### src/design/sha1sh_pkg.sv
// Package for the SHA-1 stream hasher: sequencer state type, memory write
// record, SHA-1 constants and the round functions. No dependencies.
package sha1sh_pkg;

   localparam int unsigned ROUNDS    = 80;
   localparam int unsigned WORDS     = 16;
   localparam int unsigned DIGEST_N  = 5;

   localparam logic KIND_APPEND = 1'b0;
   localparam logic KIND_FINISH = 1'b1;

   localparam logic [7:0]  PAD_MARK  = 8'h80;
   localparam logic [3:0]  LEN_WORD_HI = 4'd14;
   localparam logic [3:0]  LEN_WORD_LO = 4'd15;
   localparam logic [3:0]  LAST_WORD_ADDR = 4'd15;
   localparam logic [5:0]  LAST_BYTE = 6'd63;
   localparam logic [6:0]  LAST_ROUND = 7'd79;
   localparam logic [6:0]  FIRST_EXPANDED = 7'd16;
   localparam logic [2:0]  LAST_INDEX = 3'd4;

   localparam logic [31:0] K_0 = 32'h5a827999;
   localparam logic [31:0] K_1 = 32'h6ed9eba1;
   localparam logic [31:0] K_2 = 32'h8f1bbcdc;
   localparam logic [31:0] K_3 = 32'hca62c1d6;

   localparam logic [4:0][31:0] H_INIT = {
      32'hc3d2e1f0, 32'h10325476, 32'h98badcfe, 32'hefcdab89, 32'h67452301
   };

   typedef enum logic [2:0] {
      ST_IDLE,
      ST_PAD,
      ST_LOAD,
      ST_ROUND,
      ST_FOLD,
      ST_EMIT
   } state_type;

   typedef struct packed {
      logic        en;
      logic [3:0]  addr;
      logic [3:0]  be;
      logic [31:0] data;
   } mem_wr_type;

   function automatic logic [31:0] rotl1(input logic [31:0] x);
      return {x[30:0], x[31]};
   endfunction

   function automatic logic [31:0] rotl5(input logic [31:0] x);
      return {x[26:0], x[31:27]};
   endfunction

   function automatic logic [31:0] rotl30(input logic [31:0] x);
      return {x[1:0], x[31:2]};
   endfunction

   function automatic logic [31:0] round_k(input logic [6:0] r);
      logic [31:0] k;
      if (r < 7'd20) begin
         k = K_0;
      end else if (r < 7'd40) begin
         k = K_1;
      end else if (r < 7'd60) begin
         k = K_2;
      end else begin
         k = K_3;
      end
      return k;
   endfunction

   function automatic logic [31:0] round_f(input logic [6:0] r, input logic [31:0] b,
                                           input logic [31:0] c, input logic [31:0] d);
      logic [31:0] f;
      if (r < 7'd20) begin
         f = (b & c) | (~b & d);
      end else if (r < 7'd40) begin
         f = b ^ c ^ d;
      end else if (r < 7'd60) begin
         f = (b & c) | (b & d) | (c & d);
      end else begin
         f = b ^ c ^ d;
      end
      return f;
   endfunction

endpackage

### src/design/sha1sh_chan_if.sv
// Channel interfaces of the SHA-1 stream hasher: the request channel that
// carries message bytes and finish commands, and the digest response channel.
interface sha1sh_req_if;
   logic       valid;
   logic       ready;
   logic       kind;
   logic [7:0] data_byte;

   modport source (output valid, output kind, output data_byte, input ready);
   modport sink   (input valid, input kind, input data_byte, output ready);
endinterface

interface sha1sh_rsp_if;
   logic        valid;
   logic        ready;
   logic [31:0] digest_word;
   logic [2:0]  word_index;
   logic        last_word;

   modport source (output valid, output digest_word, output word_index,
                   output last_word, input ready);
   modport sink   (input valid, input digest_word, input word_index,
                   input last_word, output ready);
endinterface

### src/design/sha1_stream_hasher_unit.sv
// SHA-1 stream hasher top level. An append writes one byte; one that fills a block starts a
// compression (load, 80 rounds each in a read and an update phase, fold). A finish pads the
// rest of the block and compresses it; a tail of 56 or more bytes adds a second pad block
// and compression. Five digest transactions follow, one per cycle while accepted.
// The rounds share one 16 x 32-bit memory with two read ports; each round needs four
// schedule reads. Reset clears control and count and loads the initial chaining values.
module sha1_stream_hasher_unit (
   input  logic           clock,
   input  logic           reset,
   sha1sh_req_if.sink     req_chan,
   sha1sh_rsp_if.source   rsp_chan
);
   import sha1sh_pkg::*;

   logic [3:0][7:0] sched_mem [WORDS];

   state_type        state_ff, state_in;
   logic [6:0]       round_ff, round_in;
   logic             ph_ff, ph_in;
   logic [3:0]       word_ff, word_in;
   logic [2:0]       idx_ff, idx_in;
   logic             finish_ff, finish_in;
   logic             second_ff, second_in;
   logic [63:0]      count_ff, count_in;
   logic [4:0][31:0] chain_ff, chain_in;
   logic [4:0][31:0] work_ff, work_in;
   logic [31:0]      wa_ff, wa_in;
   logic [31:0]      p_ff, p_in;
   logic [31:0]      ek_ff, ek_in;
   logic [31:0]      qa_ff, qb_ff;

   logic [3:0]  rd_a, rd_b;
   mem_wr_type  wr;
   logic [5:0]  fill;
   logic        spill;
   logic [63:0] bit_len;
   logic [31:0] w_cur;
   logic [31:0] t_sum;
   logic        req_take;

   assign fill     = count_ff[5:0];
   assign spill    = (count_ff[5:3] == 3'd7);
   assign bit_len  = {count_ff[60:0], 3'b000};
   assign req_take = req_chan.valid && req_chan.ready;

   assign req_chan.ready       = (state_ff == ST_IDLE);
   assign rsp_chan.valid       = (state_ff == ST_EMIT);
   assign rsp_chan.digest_word = chain_ff[idx_ff];
   assign rsp_chan.word_index  = idx_ff;
   assign rsp_chan.last_word   = (idx_ff == LAST_INDEX);

   assign w_cur = (round_ff < FIRST_EXPANDED) ? wa_ff : rotl1(p_ff ^ qa_ff ^ qb_ff);
   assign t_sum = rotl5(work_ff[0]) + round_f(round_ff, work_ff[1], work_ff[2], work_ff[3])
                  + ek_ff + w_cur;

   always_ff @(posedge clock) begin
      if (reset) begin
         state_ff  <= ST_IDLE;
         round_ff  <= '0;
         ph_ff     <= 1'b0;
         word_ff   <= '0;
         idx_ff    <= '0;
         finish_ff <= 1'b0;
         second_ff <= 1'b0;
         count_ff  <= '0;
         chain_ff  <= H_INIT;
         work_ff   <= '0;
      end else begin
         state_ff  <= state_in;
         round_ff  <= round_in;
         ph_ff     <= ph_in;
         word_ff   <= word_in;
         idx_ff    <= idx_in;
         finish_ff <= finish_in;
         second_ff <= second_in;
         count_ff  <= count_in;
         chain_ff  <= chain_in;
         work_ff   <= work_in;
      end
   end

   always_ff @(posedge clock) begin
      wa_ff <= wa_in;
      p_ff  <= p_in;
      ek_ff <= ek_in;
   end

   always_ff @(posedge clock) begin
      qa_ff <= sched_mem[rd_a];
      qb_ff <= sched_mem[rd_b];
      if (wr.en) begin
         for (int l = 0; l < 4; l++) begin
            if (wr.be[l]) begin
               sched_mem[wr.addr][l] <= wr.data[8*l +: 8];
            end
         end
      end
   end

   always_comb begin
      logic [5:0] pos;
      state_in  = state_ff;
      round_in  = round_ff;
      ph_in     = ph_ff;
      word_in   = word_ff;
      idx_in    = idx_ff;
      finish_in = finish_ff;
      second_in = second_ff;
      count_in  = count_ff;
      chain_in  = chain_ff;
      work_in   = work_ff;
      wa_in     = wa_ff;
      p_in      = p_ff;
      ek_in     = ek_ff;
      rd_a      = round_ff[3:0] + 4'd1;
      rd_b      = round_ff[3:0] + 4'd3;
      wr        = '0;
      pos       = '0;

      unique case (state_ff)
         ST_IDLE: begin
            if (req_take) begin
               if (req_chan.kind == KIND_APPEND) begin
                  wr.en    = 1'b1;
                  wr.addr  = fill[5:2];
                  wr.be    = 4'b0001 << (~fill[1:0]);
                  wr.data  = {4{req_chan.data_byte}};
                  count_in = count_ff + 64'd1;
                  if (fill == LAST_BYTE) begin
                     finish_in = 1'b0;
                     state_in  = ST_LOAD;
                  end
               end else begin
                  finish_in = 1'b1;
                  second_in = 1'b0;
                  word_in   = fill[5:2];
                  state_in  = ST_PAD;
               end
            end
         end
         ST_PAD: begin
            wr.en   = 1'b1;
            wr.addr = word_ff;
            for (int l = 0; l < 4; l++) begin
               pos = {word_ff, 2'(3 - l)};
               if (second_ff) begin
                  wr.be[l] = 1'b1;
               end else if (pos < fill) begin
                  wr.be[l] = 1'b0;
               end else if (pos == fill) begin
                  wr.be[l]         = 1'b1;
                  wr.data[8*l +: 8] = PAD_MARK;
               end else begin
                  wr.be[l] = 1'b1;
               end
            end
            if (second_ff || !spill) begin
               if (word_ff == LEN_WORD_HI) begin
                  wr.be   = 4'hf;
                  wr.data = bit_len[63:32];
               end else if (word_ff == LEN_WORD_LO) begin
                  wr.be   = 4'hf;
                  wr.data = bit_len[31:0];
               end
            end
            word_in = word_ff + 4'd1;
            if (word_ff == LAST_WORD_ADDR) begin
               state_in = ST_LOAD;
            end
         end
         ST_LOAD: begin
            work_in  = chain_ff;
            round_in = '0;
            ph_in    = 1'b0;
            rd_a     = 4'd0;
            rd_b     = 4'd2;
            state_in = ST_ROUND;
         end
         ST_ROUND: begin
            if (!ph_ff) begin
               wa_in = qa_ff;
               p_in  = qa_ff ^ qb_ff;
               ek_in = work_ff[4] + round_k(round_ff);
               rd_a  = round_ff[3:0] + 4'd8;
               rd_b  = round_ff[3:0] + 4'd13;
               ph_in = 1'b1;
            end else begin
               work_in[4] = work_ff[3];
               work_in[3] = work_ff[2];
               work_in[2] = rotl30(work_ff[1]);
               work_in[1] = work_ff[0];
               work_in[0] = t_sum;
               if (round_ff >= FIRST_EXPANDED) begin
                  wr.en   = 1'b1;
                  wr.addr = round_ff[3:0];
                  wr.be   = 4'hf;
                  wr.data = w_cur;
               end
               ph_in    = 1'b0;
               round_in = round_ff + 7'd1;
               if (round_ff == LAST_ROUND) begin
                  state_in = ST_FOLD;
               end
            end
         end
         ST_FOLD: begin
            for (int i = 0; i < DIGEST_N; i++) begin
               chain_in[i] = chain_ff[i] + work_ff[i];
            end
            if (!finish_ff) begin
               state_in = ST_IDLE;
            end else if (spill && !second_ff) begin
               second_in = 1'b1;
               word_in   = '0;
               state_in  = ST_PAD;
            end else begin
               idx_in   = '0;
               state_in = ST_EMIT;
            end
         end
         ST_EMIT: begin
            if (rsp_chan.ready) begin
               idx_in = idx_ff + 3'd1;
               if (idx_ff == LAST_INDEX) begin
                  chain_in  = H_INIT;
                  count_in  = '0;
                  finish_in = 1'b0;
                  state_in  = ST_IDLE;
               end
            end
         end
         default: begin
            state_in = ST_IDLE;
         end
      endcase
   end

   a_no_overlap: assert property (@(posedge clock) disable iff (reset)
      !(req_chan.ready && rsp_chan.valid))
      else $error("request accepted while a digest is being presented");

   a_back_to_idle: assert property (@(posedge clock) disable iff (reset)
      (rsp_chan.valid && rsp_chan.ready && rsp_chan.last_word) |=>
         (req_chan.ready && count_ff == 64'd0))
      else $error("hasher did not restart after the last digest word");

   a_word_order: assert property (@(posedge clock) disable iff (reset)
      (rsp_chan.valid && rsp_chan.ready && !rsp_chan.last_word) |=>
         (rsp_chan.valid && rsp_chan.word_index == $past(rsp_chan.word_index) + 3'd1))
      else $error("digest words out of order");

   a_round_range: assert property (@(posedge clock) disable iff (reset)
      (state_ff == ST_ROUND) |-> (round_ff <= LAST_ROUND))
      else $error("round counter out of range");

endmodule

### src/flat_wrapper.sv
// flat-port wrapper written by rule: the top's interface ports become plain ports
module sha1_stream_hasher_unit_flat import sha1sh_pkg::*;
  (clock, reset, req_chan_valid, req_chan_kind, req_chan_data_byte, req_chan_ready, rsp_chan_valid, rsp_chan_digest_word, rsp_chan_word_index, rsp_chan_last_word, rsp_chan_ready);
  sha1sh_req_if req_chan_i ();
  sha1sh_rsp_if rsp_chan_i ();
  input  logic clock;
  input  logic reset;
  input wire logic [$bits(req_chan_i.valid)-1:0] req_chan_valid;
  input wire logic [$bits(req_chan_i.kind)-1:0] req_chan_kind;
  input wire logic [$bits(req_chan_i.data_byte)-1:0] req_chan_data_byte;
  output wire logic [$bits(req_chan_i.ready)-1:0] req_chan_ready;
  output wire logic [$bits(rsp_chan_i.valid)-1:0] rsp_chan_valid;
  output wire logic [$bits(rsp_chan_i.digest_word)-1:0] rsp_chan_digest_word;
  output wire logic [$bits(rsp_chan_i.word_index)-1:0] rsp_chan_word_index;
  output wire logic [$bits(rsp_chan_i.last_word)-1:0] rsp_chan_last_word;
  input wire logic [$bits(rsp_chan_i.ready)-1:0] rsp_chan_ready;
  assign req_chan_i.valid = req_chan_valid;
  assign req_chan_i.kind = req_chan_kind;
  assign req_chan_i.data_byte = req_chan_data_byte;
  assign req_chan_ready = req_chan_i.ready;
  assign rsp_chan_valid = rsp_chan_i.valid;
  assign rsp_chan_digest_word = rsp_chan_i.digest_word;
  assign rsp_chan_word_index = rsp_chan_i.word_index;
  assign rsp_chan_last_word = rsp_chan_i.last_word;
  assign rsp_chan_i.ready = rsp_chan_ready;
  sha1_stream_hasher_unit u_core (.clock(clock), .reset(reset), .req_chan(req_chan_i), .rsp_chan(rsp_chan_i));
endmodule
### config.mk
export PLATFORM = sky130hd
export DESIGN_NAME = sha1_stream_hasher_unit_flat
export DESIGN_NICKNAME = d
export VERILOG_FILES = /design/src/design/sha1sh_pkg.sv /design/src/design/sha1sh_chan_if.sv /design/src/design/sha1_stream_hasher_unit.sv /design/src/flat_wrapper.sv
export SDC_FILE = /design/constraint.sdc
export NUM_CORES = 2
export LEC_CHECK = 0
export ABC_AREA = 1
export BUFFER_PORTS_ARGS = -buffer_cell sky130_fd_sc_hd__buf_2
export CAP_MARGIN = 10
export CORE_MARGIN = 2
export CORE_UTILIZATION = 45
export CTS_CLUSTER_SIZE = 28
export DETAILED_ROUTE_END_ITERATION = 7
export PLACE_DENSITY = 0.57
export SYNTH_ARGS = -nofsm -noshare
export SYNTH_HDL_FRONTEND = slang
export SYNTH_SLANG_ARGS = --single-unit
### constraint.sdc
create_clock -name clock -period 5.1 [get_ports clock]
set_input_delay 0.765 -clock clock [delete_from_list [all_inputs] [get_ports clock]]
set_output_delay 0.765 -clock clock [all_outputs]
set_load 0.01 [all_outputs]
Word level (Yosys, flattened, before mapping)
Memory sizes are Yosys's and may differ from the RTL's. A register that Yosys moved wholly into a read port is not among the register bits.
Index checks and enable logic that the tools add are counted.
{"block": "totals", "regBits": 500, "latch_bits": 0, "ram_bits": 512, "rom_bits": 0, "output_inout_bits": 38, "memories": 1}
{"block": "op_classes", "addsub": 17, "multipliers": 0, "div_mod_pow": 0, "magnitude_cmp": 10, "n_eq_ne": 27, "shifts": 1, "n_mux": 100, "n_bitwise": 15, "reduce_logical": 20}
{"name": "u_core.sched_mem", "words": 16, "word_bits": 32, "read_ports": 2, "rd_clocked_by_memory_dff": 2, "wr": 1, "line_no": "sha1_stream_hasher_unit.sv:15", "text": "logic [3:0][7:0] sched_mem [WORDS];"}
{"operator": "case mux 160 bit (2 select lines)", "n": 2}
{"operator": "two-way mux 160 bit", "n": 3}
{"operator": "adder 32 bit", "n": 9}
{"operator": "two-way mux 32 bit", "n": 9}
{"operator": "two-way mux 64 bit", "n": 4}
{"operator": "two-way mux 41 bit", "n": 4}
{"operator": "bitwise XOR 32 bit", "n": 5}
{"operator": "bitwise AND 32 bit", "n": 4}
{"operator": "case mux 64 bit (2 select lines)", "n": 1}
{"operator": "case mux 41 bit (3 select lines)", "n": 1}
{"operator": "two-way mux 36 bit", "n": 3}
{"operator": "binary-select mux 32 bit (select 3 bit)", "n": 1}
{"operator": "two-way mux 8 bit", "n": 12}
{"operator": "OR 32 bit", "n": 3}
{"operator": "adder 64 x 1 -> 64 bit, second input constant", "n": 1}
{"operator": "two-way mux 3 bit", "n": 13}
{"operator": "inverter 32 bit", "n": 1}
{"operator": "two-way mux 31 bit", "n": 1}
{"operator": "two-way mux 1 bit", "n": 30}
{"operator": "equality test 6 bit", "n": 4}
{"operator": "less-than comparator 6 bit", "n": 4}
{"operator": "two-way mux 4 bit", "n": 6}
{"operator": "AND reduction 5 bit", "n": 4}
{"operator": "case mux 3 bit (6 select lines)", "n": 1}
{"operator": "37 further kinds", "n": 64}

Longest topological paths before layout
{"block": "depth", "word_depth": 11, "mapped_depth": 28, "ltp_nobuf": 26}

Least setup slack after synthesis
No wires, ideal clock.
{"block": "synth_path", "kind": "register -> register", "startpoint": "register u_core.round_ff[3]", "endpoint": "register u_core.work_ff[19] (netlist name)", "setup_ps": 132, "t_arrival_ps": 4011, "required_time_ps": 4968, "slack_ps": 957, "path_stages_with_launch": 22, "path_cell_list": "dfxtp_1 -> buf_2 -> nor2_1 -> nor2_1 -> nand3_1 -> nand2_1 -> clkbuf_1 -> o221ai_1 -> fa_1 -> inv_1 -> fa_1 -> ha_1 -> fa_1 -> nand2_1 -> nand3_1 -> nand2_1 -> nand3_1 -> a21oi_1 -> xor2_1 -> nand2_1 -> nand2_1 -> a21oi_1"}
{"block": "synth_via", "elab_chain_cells": 9}
{"item": "start: declaration", "line_no": "sha1_stream_hasher_unit.sv:18", "text": "logic [6:0] round_ff, round_in;"}
{"item": "start signal: assignment", "line_no": "sha1_stream_hasher_unit.sv:70", "text": "round_ff <= round_in;"}
{"item": "less-than comparator 7 x 6 -> 1 bit", "line_no": "sha1sh_pkg.sv:79", "text": "end else if (r < 7'd60) begin"}
{"item": "two-way mux 32 bit", "line_no": "sha1sh_pkg.sv:79"}
{"item": "two-way mux 32 bit", "line_no": "sha1sh_pkg.sv:77", "text": "end else if (r < 7'd40) begin"}
{"item": "two-way mux 32 bit", "line_no": "sha1sh_pkg.sv:75", "text": "if (r < 7'd20) begin"}
{"item": "adder 32 bit", "line_no": "sha1_stream_hasher_unit.sv:53", "text": "assign t_sum = rotl5(work_ff[0]) + round_f(round_ff, work_ff[1], work_ff[2], work_ff[3])"}
{"item": "adder 32 bit", "line_no": "sha1_stream_hasher_unit.sv:54", "text": "+ ek_ff + w_cur;"}
{"item": "adder 32 bit *", "line_no": "sha1_stream_hasher_unit.sv:54"}
{"item": "two-way mux 160 bit *", "line_no": "sha1_stream_hasher_unit.sv:180", "text": "if (!ph_ff) begin"}
{"item": "case mux 160 bit (2 select lines) *", "line_no": "sha1_stream_hasher_unit.sv:120", "text": "unique case (state_ff)"}
{"item": "end signal: assignment", "line_no": "sha1_stream_hasher_unit.sv:78", "text": "work_ff <= work_in;"}
{"item": "end: declaration", "line_no": "sha1_stream_hasher_unit.sv:26", "text": "logic [4:0][31:0] work_ff, work_in;"}
Every way passes the cells marked *; elsewhere a longest branch is shown, timed or not. The select of a mux whose other input is x is not followed.
A chain may end at the register's enable or synchronous reset.

Worst setup path after layout
{"block": "layout_path", "startpoint": "register u_core.round_ff[4]", "endpoint": "register u_core.work_ff[29] (netlist name)"}
The elaborated chain is that of the path after synthesis.

==> impl_summary.md <==
Outcome
The flow ran to the end, but the final reports show violations. The final reports fail on capacitance limit.

Floorplan
The width of the die is 387.1 µm. Measured along the y axis, the die boundary spans 387.1 µm. The placement row count is 140. The die covers 0.1498 mm².

The initial utilization of the core area, before any placement, comes to 0.4531. The total area inside the core boundary comes to 0.1457 mm². 51 I/O pins were placed.

Global route
The first-pass GRT wire length is 404900 µm. The pin count of the biggest net entering global routing is 244. The total global routing track utilization is 0.3647. The initial antenna violation count came to 8. The number of global-route vias before repair is 59326. Global routing finished with a remaining overflow of 0.

Final layout
Summing all multi-input logic gate instances after layout gives 0.03370 mm². The number of nets in the final layout is 8704. The relative area change from synthesis to final layout is 11.38%. Fill cells in the final layout number 14226. The flip-flop and latch area is 0.02757 mm². The share of post-route cells with drive strength above 1 is 0.06898.

Synthesis
The net count of the mapped netlist is 8725. In the synthesized netlist the async set-or-reset flop fraction comes to 0. Yosys instantiated no cell more often than nand2_1. Yosys printed 0 warnings. After synthesis, the cell types taking the most area are edfxtp_1, dfxtp_1, nand2_1. A synthesized cell averages 7.908 µm². The number of synthesized register bits is 1073.

In this run the cell area of the synthesized design comes to 0.06604 mm². The share of synthesized area in the top cell type comes to 0.2765. For this run, the register share of the synthesized area comes to 0.4174. Yosys mapped a number of flops with a built-in enable equal to 608. Synthesis produced a netlist whose cell count is 8350. The distinct cell type count after synthesis is 63. The largest total area in the synthesized netlist belongs to edfxtp_1.

Counting instances in the post-synthesis netlist gives the leading cell types as nand2_1, a21oi_1, inv_1. The flip-flop cell with the highest count after synthesis is edfxtp_1.

Clock network
The clock tree from TritonCTS is yes. Clock-pin slew was measured on the worst setup and hold paths at 0.06 ns. The clock passes through at most 3 buffers.

In this run, post-CTS hold repair placed 0 buffers. Counting the buffers created by CTS gives 130. The clock sink count is 1073.

The number of gates resized after cts is 0. The maximum level of the CTS H-tree is 4. The clock root buffer is clkbuf_16. The clock latency on the worst-skew pair is 0.81 ns.

In this run the post-CTS setup repair buffer count came out at 0.

STA
The fmax is 210.2 MHz. Setup repair after global routing left no endpoint under its margin. The final count of hold timing violations was 0. The slew at the pin with the worst max-slew slack is 1.483 ns. Between clock sinks in the finished design, the worst skew comes to 0.03530 ns.

The number of pins exceeding their max-slew limit in the final report is 0. Headroom to the max-slew limit came out at 0.001106. The final critical path time including I/O delays and setup is 4.757 ns. The share of the cycle needed by the critical path after routing is 0.9327. The post-route setup TNS is 0 ns. The final count of negative-setup-slack endpoints is 0.

Setup path
The worst setup path is captured at a flip-flop. Among the stages of the critical path, the cell type that occurs most often is nand2_1. In this run the worst setup path begins at u_core.round_ff[4]$_SDFFE_PP0P_. The endpoint of the lowest-slack register-to-register path is u_core.work_ff[29]$_SDFFE_PP0P_. The worst setup path is launched from a flip-flop. The critical path ends at u_core.work_ff[29]$_SDFFE_PP0P_. At the worst endpoint, the required time is 5.80 ns. The critical path's top delay family is adder cells. The data arrival time at the worst-slack endpoint is 5.46 ns. Traced cell by cell, the critical path runs through inv_1, o21ai_1, clkinv_1, buf_4, nand2_1, o221ai_1, fa_1, inv_1, fa_1, ha_1, nand3_1, nand3_1, nand2_1, nand2_1, inv_1, o21ai_0, nand2_1, nand2_1, nand2_1, nand3_1, nand2_1, a21oi_1. The largest driver fanout on the critical path is 10. The maximum cell stage delay along the critical path is 0.54 ns. The largest individual stage delay along the critical path comes from the cell fa_1. Counting buffers and inverters, the worst setup path is 22 cells deep. In this run the register-to-register setup slack is 0.34 ns. The class of the most critical setup path is reg2reg. The startpoint identified for the worst register-to-register timing path is u_core.round_ff[4]$_SDFFE_PP0P_. The number of cells on the worst reg-to-reg path is 22.

The critical path contains buffers and inverters numbering 5 combined.

Pwr
The total chip power is 46140 µW. The static leakage is 0.02992 µW. In this run the power density over the cells is 627.4 mW/mm². VDD sags by at most 0.0006944 V.

Detailed routing
For this run, the detailed router's first-pass iteration total came to 6. The final routed DRC violation total is 0. The routed layout has 63335 vias. Summed over all nets, wire length on met3 after detailed routing comes to 24890 µm.

In the detailed route, the total length drawn on met2 is 121300 µm. The routed length per placed instance is 27.12 µm. The number of vias per cell is 6.115. For this block, the routed nets add up to 280900 µm of wire. The first routing iteration left 7255 violations. The highest layer touched by signal routing is met5.

The met1 wire length is 114200 µm. The remaining antenna violation count is 0.

Place
Detailed placement ended at an HPWL of 200200 µm. The count of input and output buffers is 50. At the end of routability-driven placement, the weighted congestion stood at 1.027.

Hold path
The depth of the worst hold-timing path is 2. The worst hold path belongs to the class in2reg.

Job
The number of maximum-capacitance constraint violations is 1.
[cells by family after synthesis]
group,synth area share
buffers and inverters,0.07391
AND/OR/NAND/NOR,0.1859
XOR/XNOR,0.01910
multiplexers,0.0004548
AO/OA/AOI/OAI,0.2232
adder cells (fa/ha/maj),0.07996
flip-flops,0.4174
[registers in the layout (all words and copies together) (netlist names), 3 cells and up]
name / count
u_core.sched_mem: 512
u_core.chain_ff: 160
u_core.round_ff: 7
u_core.rsp_chan.word_index: 3
u_core.qa_ff: 32
u_core.wa_ff: 32
u_core.qb_ff: 32
u_core.p_ff: 32
u_core.ek_ff: 32
u_core.word_ff: 4
u_core.work_ff: 160
u_core.count_ff: 61
u_core.state_ff: 3
[per-layer routing]
| metal | global-route usage | up-vias |
|---|---|---|
| met5 | 0 | - |
| met3 | 0.07051 | 758 |
| li1 | - | 29035 |
| met1 | 0.4791 | 30382 |
| met4 | 0.2320 | 6 |
| met2 | 0.5519 | 3154 |
[layout by cell type, fill, tap and decap left out, drive strengths merged, types with 262 or more instances in the layout]
cell,count
a21oi,875
buf,289
nand2,1599
o21ai,800
nor2,758
o211ai,326
inv,829
dfxtp,465
ha,262
nand3,396
edfxtp,608
[layout make-up]
class	count	share of cell area
multi-input combinational	6008	0.4581
sequential	1073	0.3749
clock buffer	188	0.05103
inverter	826	0.04253
tap	1917	0.03261
timing repair buffer	290	0.03070
clock inverter	52	0.01005
antenna	3	0.0001021
[per-stage QoR]
| stage | hold WS [ns] | util | setup slack (ns) | area [µm²] | std cells |
|---|---|---|---|---|---|
| final | 0.3969 | 0.5047 | 0.3433 | 73550 | 10357 |
| after global routing | 0.3789 | 0.5046 | 0.01561 | 73550 | 10354 |
| after CTS | 0.3473 | 0.5044 | 0.3930 | 73520 | 10350 |
| after detailed placement | 0.4391 | 0.4736 | 0.4619 | 69020 | 10110 |
| after global placement | 0.4327 | 0.4736 | 0.4635 | 69020 | 10110 |
| after floorplan | 0.4280 | - | 0.9572 | 66040 | 8350 |
[worst min path at each step]
stage                             start                           endpoint  slack (ns)
2_1_floorplan   u_core.qa_ff[0]$_DFF_P_          u_core.wa_ff[0]$_DFFE_PP_        0.43
3_3_place_gp   u_core.qa_ff[12]$_DFF_P_         u_core.wa_ff[12]$_DFFE_PP_        0.43
3_5_place_dp    u_core.qa_ff[1]$_DFF_P_          u_core.wa_ff[1]$_DFFE_PP_        0.44
4_1_cts                           reset    u_core.work_ff[26]$_SDFFE_PP0P_        0.35
5_1_grt                           reset  u_core.chain_ff[130]$_SDFFE_PP0P_        0.38
6_report                          reset  u_core.chain_ff[130]$_SDFFE_PP0P_        0.40
[power by group]
group,total (µW),switching (µW),internal (µW)
Clock,9730,4110,5620
Sequential,12600,1890,10700
Combinational,23800,16600,7140
(Power assumes the default switching activity.)
